**config.mk**
```make
export PLATFORM = sky130hd
export DESIGN_NAME = encoder_angle_velocity_filter_core_flat
export DESIGN_NICKNAME = d
export VERILOG_FILES = /design/src/eavf_pkg.sv /design/src/eavf_if.sv /design/src/eavf_div.sv /design/src/encoder_angle_velocity_filter_core.sv /design/src/flat_wrapper.sv
export SDC_FILE = /design/constraint.sdc
export NUM_CORES = 2
export LEC_CHECK = 0
export BUFFER_PORTS_ARGS = -buffer_cell sky130_fd_sc_hd__buf_2
export CAP_MARGIN = 20
export CORE_MARGIN = 4
export CORE_UTILIZATION = 65
export DETAILED_ROUTE_END_ITERATION = 16
export PLACE_DENSITY = 0.8
export SETUP_SLACK_MARGIN = 0.02
export SLEW_MARGIN = 20
export SYNTH_ARGS = -nofsm -noshare
export SYNTH_HDL_FRONTEND = slang
export SYNTH_SLANG_ARGS = --single-unit
```
**constraint.sdc**
```tcl
create_clock -name clk -period 10.7 [get_ports clk]
set_input_delay 2.14 -clock clk [delete_from_list [all_inputs] [get_ports clk]]
set_output_delay 2.14 -clock clk [all_outputs]
set_load 0.005 [all_outputs]
```
**src/eavf_pkg.sv**
```systemverilog
// Types and constants shared by the encoder angle and velocity filter.
// No dependencies; every other file of the block imports this package.
package eavf_pkg;

    localparam int RAW_W      = 12;
    localparam int ANGLE_W    = 16;
    localparam int TIME_W     = 48;
    localparam int VEL_W      = 32;
    localparam int GAIN_W     = 16;
    localparam int DB_W       = 31;
    localparam int CFG_IDX_W  = 2;
    localparam int CFG_DATA_W = 31;

    localparam int NUMER_W    = 49;
    localparam int QUOT_W     = 36;
    localparam int DIV_CNT_W  = 6;

    localparam logic [DIV_CNT_W-1:0] DIV_STEPS = DIV_CNT_W'(QUOT_W);

    localparam logic CMD_LOAD   = 1'b0;
    localparam logic CMD_UPDATE = 1'b1;

    localparam logic [CFG_IDX_W-1:0] CFG_ANGLE_GAIN    = 2'd0;
    localparam logic [CFG_IDX_W-1:0] CFG_VELOCITY_GAIN = 2'd1;
    localparam logic [CFG_IDX_W-1:0] CFG_VELOCITY_DB   = 2'd2;

    localparam logic [GAIN_W-1:0] ANGLE_GAIN_RST    = 16'd16384;
    localparam logic [GAIN_W-1:0] VELOCITY_GAIN_RST = 16'd6554;

    localparam logic signed [21:0] US_PER_S  = 22'sd1000000;
    localparam logic [VEL_W-2:0]   VEL_LIM   = '1;

    typedef struct packed {
        logic                start;
        logic [NUMER_W-1:0]  numer;
        logic [TIME_W-1:0]   denom;
    } eavf_div_req_t;

    typedef struct packed {
        logic                done;
        logic [QUOT_W-1:0]   quot;
    } eavf_div_rsp_t;

endpackage

```
**src/eavf_if.sv**
```systemverilog
// Handshake interfaces for the sample and result channels of the filter.
// Depends on eavf_pkg for the field widths.
interface eavf_sample_if
    import eavf_pkg::*;
();
    logic              valid;
    logic              ready;
    logic              command;
    logic              read_ok;
    logic [RAW_W-1:0]  enc_angle;
    logic [TIME_W-1:0] time_us;

    modport source (output valid, command, read_ok, enc_angle, time_us, input ready);
    modport sink   (input valid, command, read_ok, enc_angle, time_us, output ready);
endinterface

interface eavf_result_if
    import eavf_pkg::*;
();
    logic                    valid;
    logic                    ready;
    logic [ANGLE_W-1:0]      filtered_angle;
    logic signed [VEL_W-1:0] filtered_velocity;

    modport source (output valid, filtered_angle, filtered_velocity, input ready);
    modport sink   (input valid, filtered_angle, filtered_velocity, output ready);
endinterface

```
**src/eavf_div.sv**
```systemverilog
// Restoring divider, one quotient bit per cycle, for the velocity estimate.
// Depends on eavf_pkg; the quotient is known to fit in QUOT_W bits.
module eavf_div
    import eavf_pkg::*;
(
    input  logic          clk,
    input  logic          rst_n,
    input  eavf_div_req_t req,
    output eavf_div_rsp_t rsp
);

    logic                 busy_reg;
    logic                 done_reg;
    logic [DIV_CNT_W-1:0] cnt_reg;
    logic [TIME_W-1:0]    rem_reg;
    logic [TIME_W-1:0]    den_reg;
    logic [QUOT_W-1:0]    sh_reg;
    logic [TIME_W:0]      trial;

    assign trial = {rem_reg, sh_reg[QUOT_W-1]} - {1'b0, den_reg};

    always_ff @(posedge clk or negedge rst_n)
    begin
        if (!rst_n)
        begin
            busy_reg <= 1'b0;
            done_reg <= 1'b0;
            cnt_reg  <= '0;
        end
        else
        begin
            done_reg <= 1'b0;
            if (req.start)
            begin
                busy_reg <= 1'b1;
                cnt_reg  <= DIV_STEPS;
            end
            else if (busy_reg)
            begin
                cnt_reg <= cnt_reg - DIV_CNT_W'(1);
                if (cnt_reg == DIV_CNT_W'(1))
                begin
                    busy_reg <= 1'b0;
                    done_reg <= 1'b1;
                end
            end
        end
    end

    always_ff @(posedge clk)
    begin
        if (req.start)
        begin
            rem_reg <= {{(TIME_W-(NUMER_W-QUOT_W)){1'b0}}, req.numer[NUMER_W-1:QUOT_W]};
            sh_reg  <= req.numer[QUOT_W-1:0];
            den_reg <= req.denom;
        end
        else if (busy_reg)
        begin
            if (!trial[TIME_W])
            begin
                rem_reg <= trial[TIME_W-1:0];
            end
            else
            begin
                rem_reg <= {rem_reg[TIME_W-2:0], sh_reg[QUOT_W-1]};
            end
            sh_reg <= {sh_reg[QUOT_W-2:0], ~trial[TIME_W]};
        end
    end

    assign rsp.done = done_reg;
    assign rsp.quot = sh_reg;

endmodule

```
**src/encoder_angle_velocity_filter_core.sv**
```systemverilog
// Channel   Direction  Word
// sample    in         command, read_ok, enc_angle, time_us
// result    out        filtered_angle, filtered_velocity
// cfg       in         cfg_we, cfg_index, cfg_data (write only)
//
// A failed read or a load goes from acceptance through the output step back to idle.
// An update without a usable elapsed time runs the angle product and share, then the output step;
// a full update also runs the 36-step restoring divider that forms the instantaneous velocity.
// One multiplier is shared by the angle, scaling and velocity products.
// Reset clears the estimates and loads the register defaults; a stalled result holds
// the block in its output step until the word is taken.
module encoder_angle_velocity_filter_core
    import eavf_pkg::*;
(
    input  logic                  clk,
    input  logic                  rst_n,
    input  logic                  cfg_we,
    input  logic [CFG_IDX_W-1:0]  cfg_index,
    input  logic [CFG_DATA_W-1:0] cfg_data,
    eavf_sample_if.sink           sample,
    eavf_result_if.source         result
);

    localparam logic [3:0] ST_IDLE  = 4'd0;
    localparam logic [3:0] ST_MULA  = 4'd1;
    localparam logic [3:0] ST_SHARE = 4'd2;
    localparam logic [3:0] ST_MULS  = 4'd3;
    localparam logic [3:0] ST_DIVST = 4'd4;
    localparam logic [3:0] ST_DIVW  = 4'd5;
    localparam logic [3:0] ST_DIFF  = 4'd6;
    localparam logic [3:0] ST_MULV  = 4'd7;
    localparam logic [3:0] ST_VUPD  = 4'd8;
    localparam logic [3:0] ST_DEAD  = 4'd9;
    localparam logic [3:0] ST_WRITE = 4'd10;

    logic [3:0] state_reg;
    logic [3:0] state_next;

    logic [GAIN_W-1:0]       angle_gain_reg;
    logic [GAIN_W-1:0]       velocity_gain_reg;
    logic [DB_W-1:0]         velocity_db_reg;
    logic [ANGLE_W-1:0]      angle_est_reg;
    logic signed [VEL_W-1:0] vel_est_reg;
    logic [TIME_W-1:0]       last_time_reg;
    logic                    out_valid_reg;

    logic [RAW_W-1:0]        raw_reg;
    logic [TIME_W-1:0]       time_reg;
    logic signed [55:0]      prod_reg;
    logic signed [16:0]      share_reg;
    logic [TIME_W-1:0]       dt_reg;
    logic [QUOT_W-1:0]       q_reg;
    logic signed [VEL_W:0]   diff_reg;
    logic signed [VEL_W-1:0] v_reg;
    logic [ANGLE_W-1:0]      out_angle_reg;
    logic signed [VEL_W-1:0] out_vel_reg;

    logic                    accept;
    logic                    out_free;
    logic [ANGLE_W-1:0]      delta;
    logic signed [33:0]      mul_a;
    logic signed [21:0]      mul_b;
    logic signed [33:0]      sh_sum;
    logic signed [16:0]      share_c;
    logic [TIME_W:0]         dt_full;
    logic                    time_ok;
    logic signed [16:0]      share_abs;
    logic [VEL_W-2:0]        q_sat;
    logic signed [VEL_W-1:0] inst;
    logic signed [48:0]      v_sum;
    logic signed [34:0]      v_new;
    logic signed [VEL_W-1:0] v_sat;
    logic signed [VEL_W-1:0] v_abs;
    logic                    in_deadband;
    eavf_div_req_t           div_req;
    eavf_div_rsp_t           div_rsp;

    assign accept   = sample.valid && sample.ready;
    assign out_free = !out_valid_reg || result.ready;

    assign sample.ready             = (state_reg == ST_IDLE);
    assign result.valid             = out_valid_reg;
    assign result.filtered_angle    = out_angle_reg;
    assign result.filtered_velocity = out_vel_reg;

    assign delta     = {raw_reg, 4'b0000} - angle_est_reg;
    assign sh_sum    = prod_reg[33:0] + 34'sd16384;
    assign share_c   = sh_sum[31:15];
    assign dt_full   = {1'b0, time_reg} - {1'b0, last_time_reg};
    assign time_ok   = (last_time_reg != '0) && !dt_full[TIME_W] && (dt_full[TIME_W-1:0] != '0);
    assign share_abs = share_reg[16] ? -share_reg : share_reg;
    assign q_sat     = (|q_reg[QUOT_W-1:VEL_W-1]) ? VEL_LIM : q_reg[VEL_W-2:0];
    assign inst      = share_reg[16] ? -$signed({1'b0, q_sat}) : $signed({1'b0, q_sat});
    assign v_sum     = prod_reg[48:0] + 49'sd16384;
    assign v_new     = 35'(vel_est_reg) + 35'($signed(v_sum[48:15]));
    assign v_abs     = v_reg[VEL_W-1] ? -v_reg : v_reg;
    assign in_deadband = (v_abs[VEL_W-2:0] < velocity_db_reg);

    always_comb
    begin
        if (v_new > 35'sd2147483647)
        begin
            v_sat = $signed({1'b0, VEL_LIM});
        end
        else if (v_new < -35'sd2147483647)
        begin
            v_sat = -$signed({1'b0, VEL_LIM});
        end
        else
        begin
            v_sat = v_new[VEL_W-1:0];
        end
    end

    always_comb
    begin
        case (state_reg)
            ST_MULA:
            begin
                mul_a = 34'($signed(delta));
                mul_b = $signed({6'b0, angle_gain_reg});
            end
            ST_MULS:
            begin
                mul_a = $signed({18'b0, share_abs[15:0]});
                mul_b = US_PER_S;
            end
            ST_MULV:
            begin
                mul_a = 34'(diff_reg);
                mul_b = $signed({6'b0, velocity_gain_reg});
            end
            default:
            begin
                mul_a = '0;
                mul_b = '0;
            end
        endcase
    end

    assign div_req.start = (state_reg == ST_DIVST);
    assign div_req.numer = {13'b0, prod_reg[QUOT_W-1:0]} + {2'b0, dt_reg[TIME_W-1:1]};
    assign div_req.denom = dt_reg;

    eavf_div u_div
    (
        .clk   (clk),
        .rst_n (rst_n),
        .req   (div_req),
        .rsp   (div_rsp)
    );

    always_comb
    begin
        state_next = state_reg;
        case (state_reg)
            ST_IDLE:
            begin
                if (accept)
                begin
                    if (sample.read_ok && sample.command == CMD_UPDATE)
                    begin
                        state_next = ST_MULA;
                    end
                    else
                    begin
                        state_next = ST_WRITE;
                    end
                end
            end
            ST_MULA:  state_next = ST_SHARE;
            ST_SHARE: state_next = time_ok ? ST_MULS : ST_WRITE;
            ST_MULS:  state_next = ST_DIVST;
            ST_DIVST: state_next = ST_DIVW;
            ST_DIVW:  state_next = div_rsp.done ? ST_DIFF : ST_DIVW;
            ST_DIFF:  state_next = ST_MULV;
            ST_MULV:  state_next = ST_VUPD;
            ST_VUPD:  state_next = ST_DEAD;
            ST_DEAD:  state_next = ST_WRITE;
            ST_WRITE: state_next = out_free ? ST_IDLE : ST_WRITE;
            default:  state_next = ST_IDLE;
        endcase
    end

    always_ff @(posedge clk or negedge rst_n)
    begin
        if (!rst_n)
        begin
            state_reg         <= ST_IDLE;
            angle_gain_reg    <= ANGLE_GAIN_RST;
            velocity_gain_reg <= VELOCITY_GAIN_RST;
            velocity_db_reg   <= '0;
            angle_est_reg     <= '0;
            vel_est_reg       <= '0;
            last_time_reg     <= '0;
            out_valid_reg     <= 1'b0;
        end
        else
        begin
            state_reg <= state_next;

            if (cfg_we)
            begin
                case (cfg_index)
                    CFG_ANGLE_GAIN:    angle_gain_reg    <= cfg_data[GAIN_W-1:0];
                    CFG_VELOCITY_GAIN: velocity_gain_reg <= cfg_data[GAIN_W-1:0];
                    CFG_VELOCITY_DB:   velocity_db_reg   <= cfg_data[DB_W-1:0];
                    default:           ;
                endcase
            end

            if (accept && sample.read_ok && sample.command == CMD_LOAD)
            begin
                angle_est_reg <= {sample.enc_angle, 4'b0000};
                last_time_reg <= sample.time_us;
            end

            if (state_reg == ST_SHARE)
            begin
                angle_est_reg <= angle_est_reg + share_c[ANGLE_W-1:0];
                last_time_reg <= time_reg;
            end

            if (state_reg == ST_DEAD)
            begin
                vel_est_reg <= in_deadband ? '0 : v_reg;
            end

            if (state_reg == ST_WRITE && out_free)
            begin
                out_valid_reg <= 1'b1;
            end
            else if (result.ready)
            begin
                out_valid_reg <= 1'b0;
            end
        end
    end

    always_ff @(posedge clk)
    begin
        if (accept)
        begin
            raw_reg  <= sample.enc_angle;
            time_reg <= sample.time_us;
        end
        if (state_reg == ST_MULA || state_reg == ST_MULS || state_reg == ST_MULV)
        begin
            prod_reg <= mul_a * mul_b;
        end
        if (state_reg == ST_SHARE)
        begin
            share_reg <= share_c;
            dt_reg    <= dt_full[TIME_W-1:0];
        end
        if (state_reg == ST_DIVW && div_rsp.done)
        begin
            q_reg <= div_rsp.quot;
        end
        if (state_reg == ST_DIFF)
        begin
            diff_reg <= 33'(inst) - 33'(vel_est_reg);
        end
        if (state_reg == ST_VUPD)
        begin
            v_reg <= v_sat;
        end
        if (state_reg == ST_WRITE && out_free)
        begin
            out_angle_reg <= angle_est_reg;
            out_vel_reg   <= vel_est_reg;
        end
    end

`ifndef SYNTHESIS
    a_div_done_in_wait: assert property (@(posedge clk) disable iff (!rst_n)
        div_rsp.done |-> state_reg == ST_DIVW)
        else $error("Divider finished outside its wait step.");

    a_vel_never_min: assert property (@(posedge clk) disable iff (!rst_n)
        result.valid |-> result.filtered_velocity != 32'sh8000_0000)
        else $error("Velocity word holds the most negative value.");

    a_failed_read_keeps_state: assert property (@(posedge clk) disable iff (!rst_n)
        accept && !sample.read_ok |=>
            $stable(angle_est_reg) && $stable(vel_est_reg) && $stable(last_time_reg))
        else $error("A failed read changed the estimates.");

    a_load_sets_angle: assert property (@(posedge clk) disable iff (!rst_n)
        accept && sample.read_ok && sample.command == CMD_LOAD |=>
            angle_est_reg == {$past(sample.enc_angle), 4'b0000} && $stable(vel_est_reg))
        else $error("A load did not set the angle or disturbed the velocity.");

    a_write_returns_idle: assert property (@(posedge clk) disable iff (!rst_n)
        state_reg == ST_WRITE && out_free |=> out_valid_reg && state_reg == ST_IDLE)
        else $error("Result word was not offered after the output step.");
`endif

endmodule
```
**src/flat_wrapper.sv**
```systemverilog
// flat-port wrapper written by rule: the top's interface ports become plain ports
module encoder_angle_velocity_filter_core_flat import eavf_pkg::*;
  (clk, rst_n, cfg_we, cfg_index, cfg_data, sample_valid, sample_command, sample_read_ok, sample_enc_angle, sample_time_us, sample_ready, result_valid, result_filtered_angle, result_filtered_velocity, result_ready);
  eavf_sample_if sample_i ();
  eavf_result_if result_i ();
  input  logic clk;
  input  logic rst_n;
  input  logic cfg_we;
  input  logic [CFG_IDX_W-1:0] cfg_index;
  input  logic [CFG_DATA_W-1:0] cfg_data;
  input wire logic [$bits(sample_i.valid)-1:0] sample_valid;
  input wire logic [$bits(sample_i.command)-1:0] sample_command;
  input wire logic [$bits(sample_i.read_ok)-1:0] sample_read_ok;
  input wire logic [$bits(sample_i.enc_angle)-1:0] sample_enc_angle;
  input wire logic [$bits(sample_i.time_us)-1:0] sample_time_us;
  output wire logic [$bits(sample_i.ready)-1:0] sample_ready;
  output wire logic [$bits(result_i.valid)-1:0] result_valid;
  output wire logic [$bits(result_i.filtered_angle)-1:0] result_filtered_angle;
  output wire logic [$bits(result_i.filtered_velocity)-1:0] result_filtered_velocity;
  input wire logic [$bits(result_i.ready)-1:0] result_ready;
  assign sample_i.valid = sample_valid;
  assign sample_i.command = sample_command;
  assign sample_i.read_ok = sample_read_ok;
  assign sample_i.enc_angle = sample_enc_angle;
  assign sample_i.time_us = sample_time_us;
  assign sample_ready = sample_i.ready;
  assign result_valid = result_i.valid;
  assign result_filtered_angle = result_i.filtered_angle;
  assign result_filtered_velocity = result_i.filtered_velocity;
  assign result_i.ready = result_ready;
  encoder_angle_velocity_filter_core u_core (.clk(clk), .rst_n(rst_n), .cfg_we(cfg_we), .cfg_index(cfg_index), .cfg_data(cfg_data), .sample(sample_i), .result(result_i));
endmodule
```
==> impl_metrics.csv <==
group,metric,value,unit
outcome,outcome,"completed",
timing,maxSlewHeadroom,14.7,%
clock_tree,clkSlewWorstSetupHoldPaths,0.06,ns
timing,worstMarginPinSlew,1.27,ns
die,die_y,309,um
worst_setup_path,reg2reg_setup_slack,0.48,ns
worst_setup_path,worstReg2RegStart,"u_core.angle_est_reg[1]",
timing,setup-violations-final,0,
layout,drive_above_1_share,8.33,%
global_route,grt_start_max_net_pins,78,
clock_tree,cts.root.buffer_cell,"sky130_fd_sc_hd__clkbuf_16",
power,power_density_over_cell_area,299,nW/um^2
worst_setup_path,critical_path.reg2reg.endpoint,"u_core.prod_reg[48]",
logic_synthesis,ys_async_sr_fraction,27.4,%
timing,timing.final.hold_violations,0,
logic_synthesis,synth_flop_cell,"sky130_fd_sc_hd__edfxtp_1",
logic_synthesis,synth_top_area_share,21.4,%
die,die-width,309,um
clock_tree,cts.sinks,627,
worst_setup_path,end_kind,"flop",
place,placement.setup.worst_slack,0.355,ns
worst_setup_path,critical_path.endpoint,"u_core.prod_reg[48]",
routing,first_pass_iters,6,
layout,final_net_count,7432,
die,core_region_area,89900,um^2
layout,area_delta_synth_final,8.33,%
global_route,gr-total-overflow,0,
logic_synthesis,yosys_reg_bits,627,
routing,totalWireLength,175000,um
timing,finalCritPeriodShare,95.5,%
worst_setup_path,critical-path-slowest-cell,"sky130_fd_sc_hd__fa_1",
logic_synthesis,ys_top_cells_by_area,"sky130_fd_sc_hd__edfxtp_1 21%, sky130_fd_sc_hd__fa_1 20%, sky130_fd_sc_hd__ha_1 8.3%",
die,io-pin-count,150,
place,post-place-cells,7449,
routing,route.antenna.remaining_nets,0,
global_route,grt_util_met1,53.0,%
timing,setup_ws,0.479,ns
worst_setup_path,critical_path_class,"flop to flop",
clock_tree,clock_tree.buffer_depth,3,
timing,tns,0,ns
timing,clock_skew,0.0354,ns
routing,detail_route.vias_per_cell,6.21,
power,power_leakage,29.1,nW
routing,detail_route.wl_per_cell,23.1,um
timing,period_needed,10.22,ns
run,max_cap_viol_count,0,
die,placement_rows,110,
clock_tree,worst_skew_pair.late_latency,0.65,ns
clock_tree,cts_bufs_inserted,72,
global_route,grt_pass1_wl,270000,um
global_route,gr-usage-met3,10.8,%
timing,max_clock_freq,97.8,MHz
clock_tree,tritoncts,"done",
global_route,grt_usage,37.1,%
place,portBuffers,149,
hold_path,holdCritPathClass,"flop to flop",
layout,stdcell_count,7589,
global_route,number_of_global_route_vias_before_repair,46200,
timing,timing_max_transition_violations_final,0,
logic_synthesis,yosys.cell_count.top_type,"sky130_fd_sc_hd__inv_1",
logic_synthesis,ys.warnings.count,0,
die,start_util,65.5,%
layout,layout.filler_cells,6728,
layout,sequential_cell_area,17600,um^2
die,area_of_the_die,95400,um^2
worst_setup_path,timing.critical_path.mode_cell,"sky130_fd_sc_hd__fa_1",
place,detailedPlacementHpwl,138000,um
routing,initialDrtViolationCount,5220,
worst_setup_path,timing.critical_path.from,"u_core.angle_est_reg[1]",
layout,multiInputGateArea,37100,um^2
logic_synthesis,postSynthCellCount,6190,
worst_setup_path,start_kind,"flop",
logic_synthesis,synth.largest_area_cell,"sky130_fd_sc_hd__edfxtp_1",
logic_synthesis,yosys-top-cells-count,"969 x sky130_fd_sc_hd__inv_1, 592 x sky130_fd_sc_hd__fa_1, 592 x sky130_fd_sc_hd__nor2_1",
global_route,grt_busiest_layer,"met2",
power,largest_voltage_drop_on_the_vdd_net,0.223,mV
worst_setup_path,crit_required,11.07,ns
worst_setup_path,worstPathMaxFanout,11,
logic_synthesis,syn_avg_cell_area,9.51,um^2
place,gp_congestion,1.01,
routing,detailed_route_drc_error_count,0,
global_route,use_met2,54.7,%
timing,grt_setup_unrepaired,"no",
logic_synthesis,synthesis.area,58900,um^2
global_route,grt_antenna_before_repair,15,
clock_tree,h_tree_lvl_count,3,
routing,detailroute.via_count,47200,
worst_setup_path,worst-endpoint-arrival,10.59,ns
logic_synthesis,edff_count_synth,420,
worst_setup_path,worstRegToRegCells,37,
clock_tree,ctsHoldBuffers,0,
logic_synthesis,ys_seq_area_share,30.0,%
logic_synthesis,ys_types,87,
worst_setup_path,worst_path_largest_cell_delay,0.62,ns
layout,largest_register_ffs,49,
-- worst min path at each step --
stage | from | to | slack [ns] | cells past startpoint
after CTS | u_core.dt_reg[0] | u_core.u_div.den_reg[0] | 0.43 | 0
after floorplan | u_core.dt_reg[0] | u_core.u_div.den_reg[0] | 0.40 | 0
after global placement | u_core.dt_reg[0] | u_core.u_div.den_reg[0] | 0.40 | 0
final | u_core.dt_reg[0] | u_core.u_div.den_reg[0] | 0.42 | 0
after global routing | u_core.dt_reg[0] | u_core.u_div.den_reg[0] | 0.43 | 0
after detailed placement | u_core.dt_reg[0] | u_core.u_div.den_reg[0] | 0.43 | 0
-- power by group --
part,internal (mW),switching (mW)
combinational,4.46,7.34
sequential,3.94,0.888
clock,1.38,1.05
total,9.77,9.27
-- routing by layer --
layer  vias up  share of wire (%)
met1     23100                 40
met5         -              0.015
met3       454                 13
met2      2533                 43
met4         4                4.1
li1      21000                  -
-- critical path: cells and delay by family, from the launching register on --
family / cells / cell delay [ns]
xor+xnor: 2 / 0.31
simple gates: 5 / 1.12
flops: 1 / 0.42
buf+inv: 5 / 0.33
compound gates: 16 / 3.68
fa+ha+maj: 9 / 4.11
-- through the flow --
stage | hold slack [ns] | cell area, um^2 | util (%) | total power, mW
finish | 0.424 | 63800 | 70.9 | 19.0
global route | 0.431 | 63700 | 70.9 | 20.3
CTS | 0.425 | 63700 | 70.8 | 18.7
detailed placement | 0.425 | 61400 | 68.3 | 16.1
global placement | 0.404 | 61400 | 68.3 | 15.9
floorplan | 0.400 | 59000 | - | 12.7
-- final cells by class --
cell class / instances / area share [%]
multi-input combinational: 4418 / 58.2
sequential: 627 / 27.6
inverter: 971 / 5.72
clock buffer: 98 / 3.08
timing repair buffer: 260 / 2.54
tap: 1176 / 2.31
clock inverter: 34 / 0.498
antenna: 5 / 0.0196
-- cells in the final DEF, fill, tap and decap left out, types with 31 or more instances in the layout --
master / count
sky130_fd_sc_hd__nand2b_1: 64
sky130_fd_sc_hd__mux2i_1: 57
sky130_fd_sc_hd__a211oi_1: 46
sky130_fd_sc_hd__nand3_1: 64
sky130_fd_sc_hd__mux2_2: 71
sky130_fd_sc_hd__fa_1: 592
sky130_fd_sc_hd__nor3_1: 87
sky130_fd_sc_hd__a21oi_1: 312
sky130_fd_sc_hd__ha_1: 390
sky130_fd_sc_hd__o21bai_1: 33
sky130_fd_sc_hd__clkbuf_16: 73
sky130_fd_sc_hd__and3_1: 47
sky130_fd_sc_hd__dfxtp_1: 35
sky130_fd_sc_hd__o21a_1: 49
sky130_fd_sc_hd__nor2b_1: 55
sky130_fd_sc_hd__or3_1: 38
sky130_fd_sc_hd__conb_1: 48
sky130_fd_sc_hd__a31oi_1: 78
sky130_fd_sc_hd__edfxtp_1: 420
sky130_fd_sc_hd__buf_2: 148
sky130_fd_sc_hd__o21ai_0: 232
sky130_fd_sc_hd__nand4_1: 48
sky130_fd_sc_hd__a21o_1: 167
sky130_fd_sc_hd__o31ai_1: 31
sky130_fd_sc_hd__xnor2_1: 210
sky130_fd_sc_hd__xor2_1: 128
sky130_fd_sc_hd__nor2_1: 589
sky130_fd_sc_hd__inv_1: 968
sky130_fd_sc_hd__buf_4: 106
sky130_fd_sc_hd__nand2_1: 568
sky130_fd_sc_hd__dfrtp_1: 164
-- cell families after synthesis --
group / count (synthesis) / synth area share [%]
compound gates: 1210 / 13.4
xor+xnor: 341 / 5.10
fa+ha+maj: 982 / 28.4
buf+inv: 1191 / 7.60
flops: 627 / 30.0
mux: 128 / 2.33
other cells: 2 / 0.0128
simple gates: 1709 / 13.2
-- what timing repair did --
action                                  CTS  global route
buffers inserted                          0             0
hold endpoints to repair                  0             0
endpoints found under the setup margin    0             9
gates resized for setup                   0            13
Note: power is estimated with default switching activity, not from simulation.
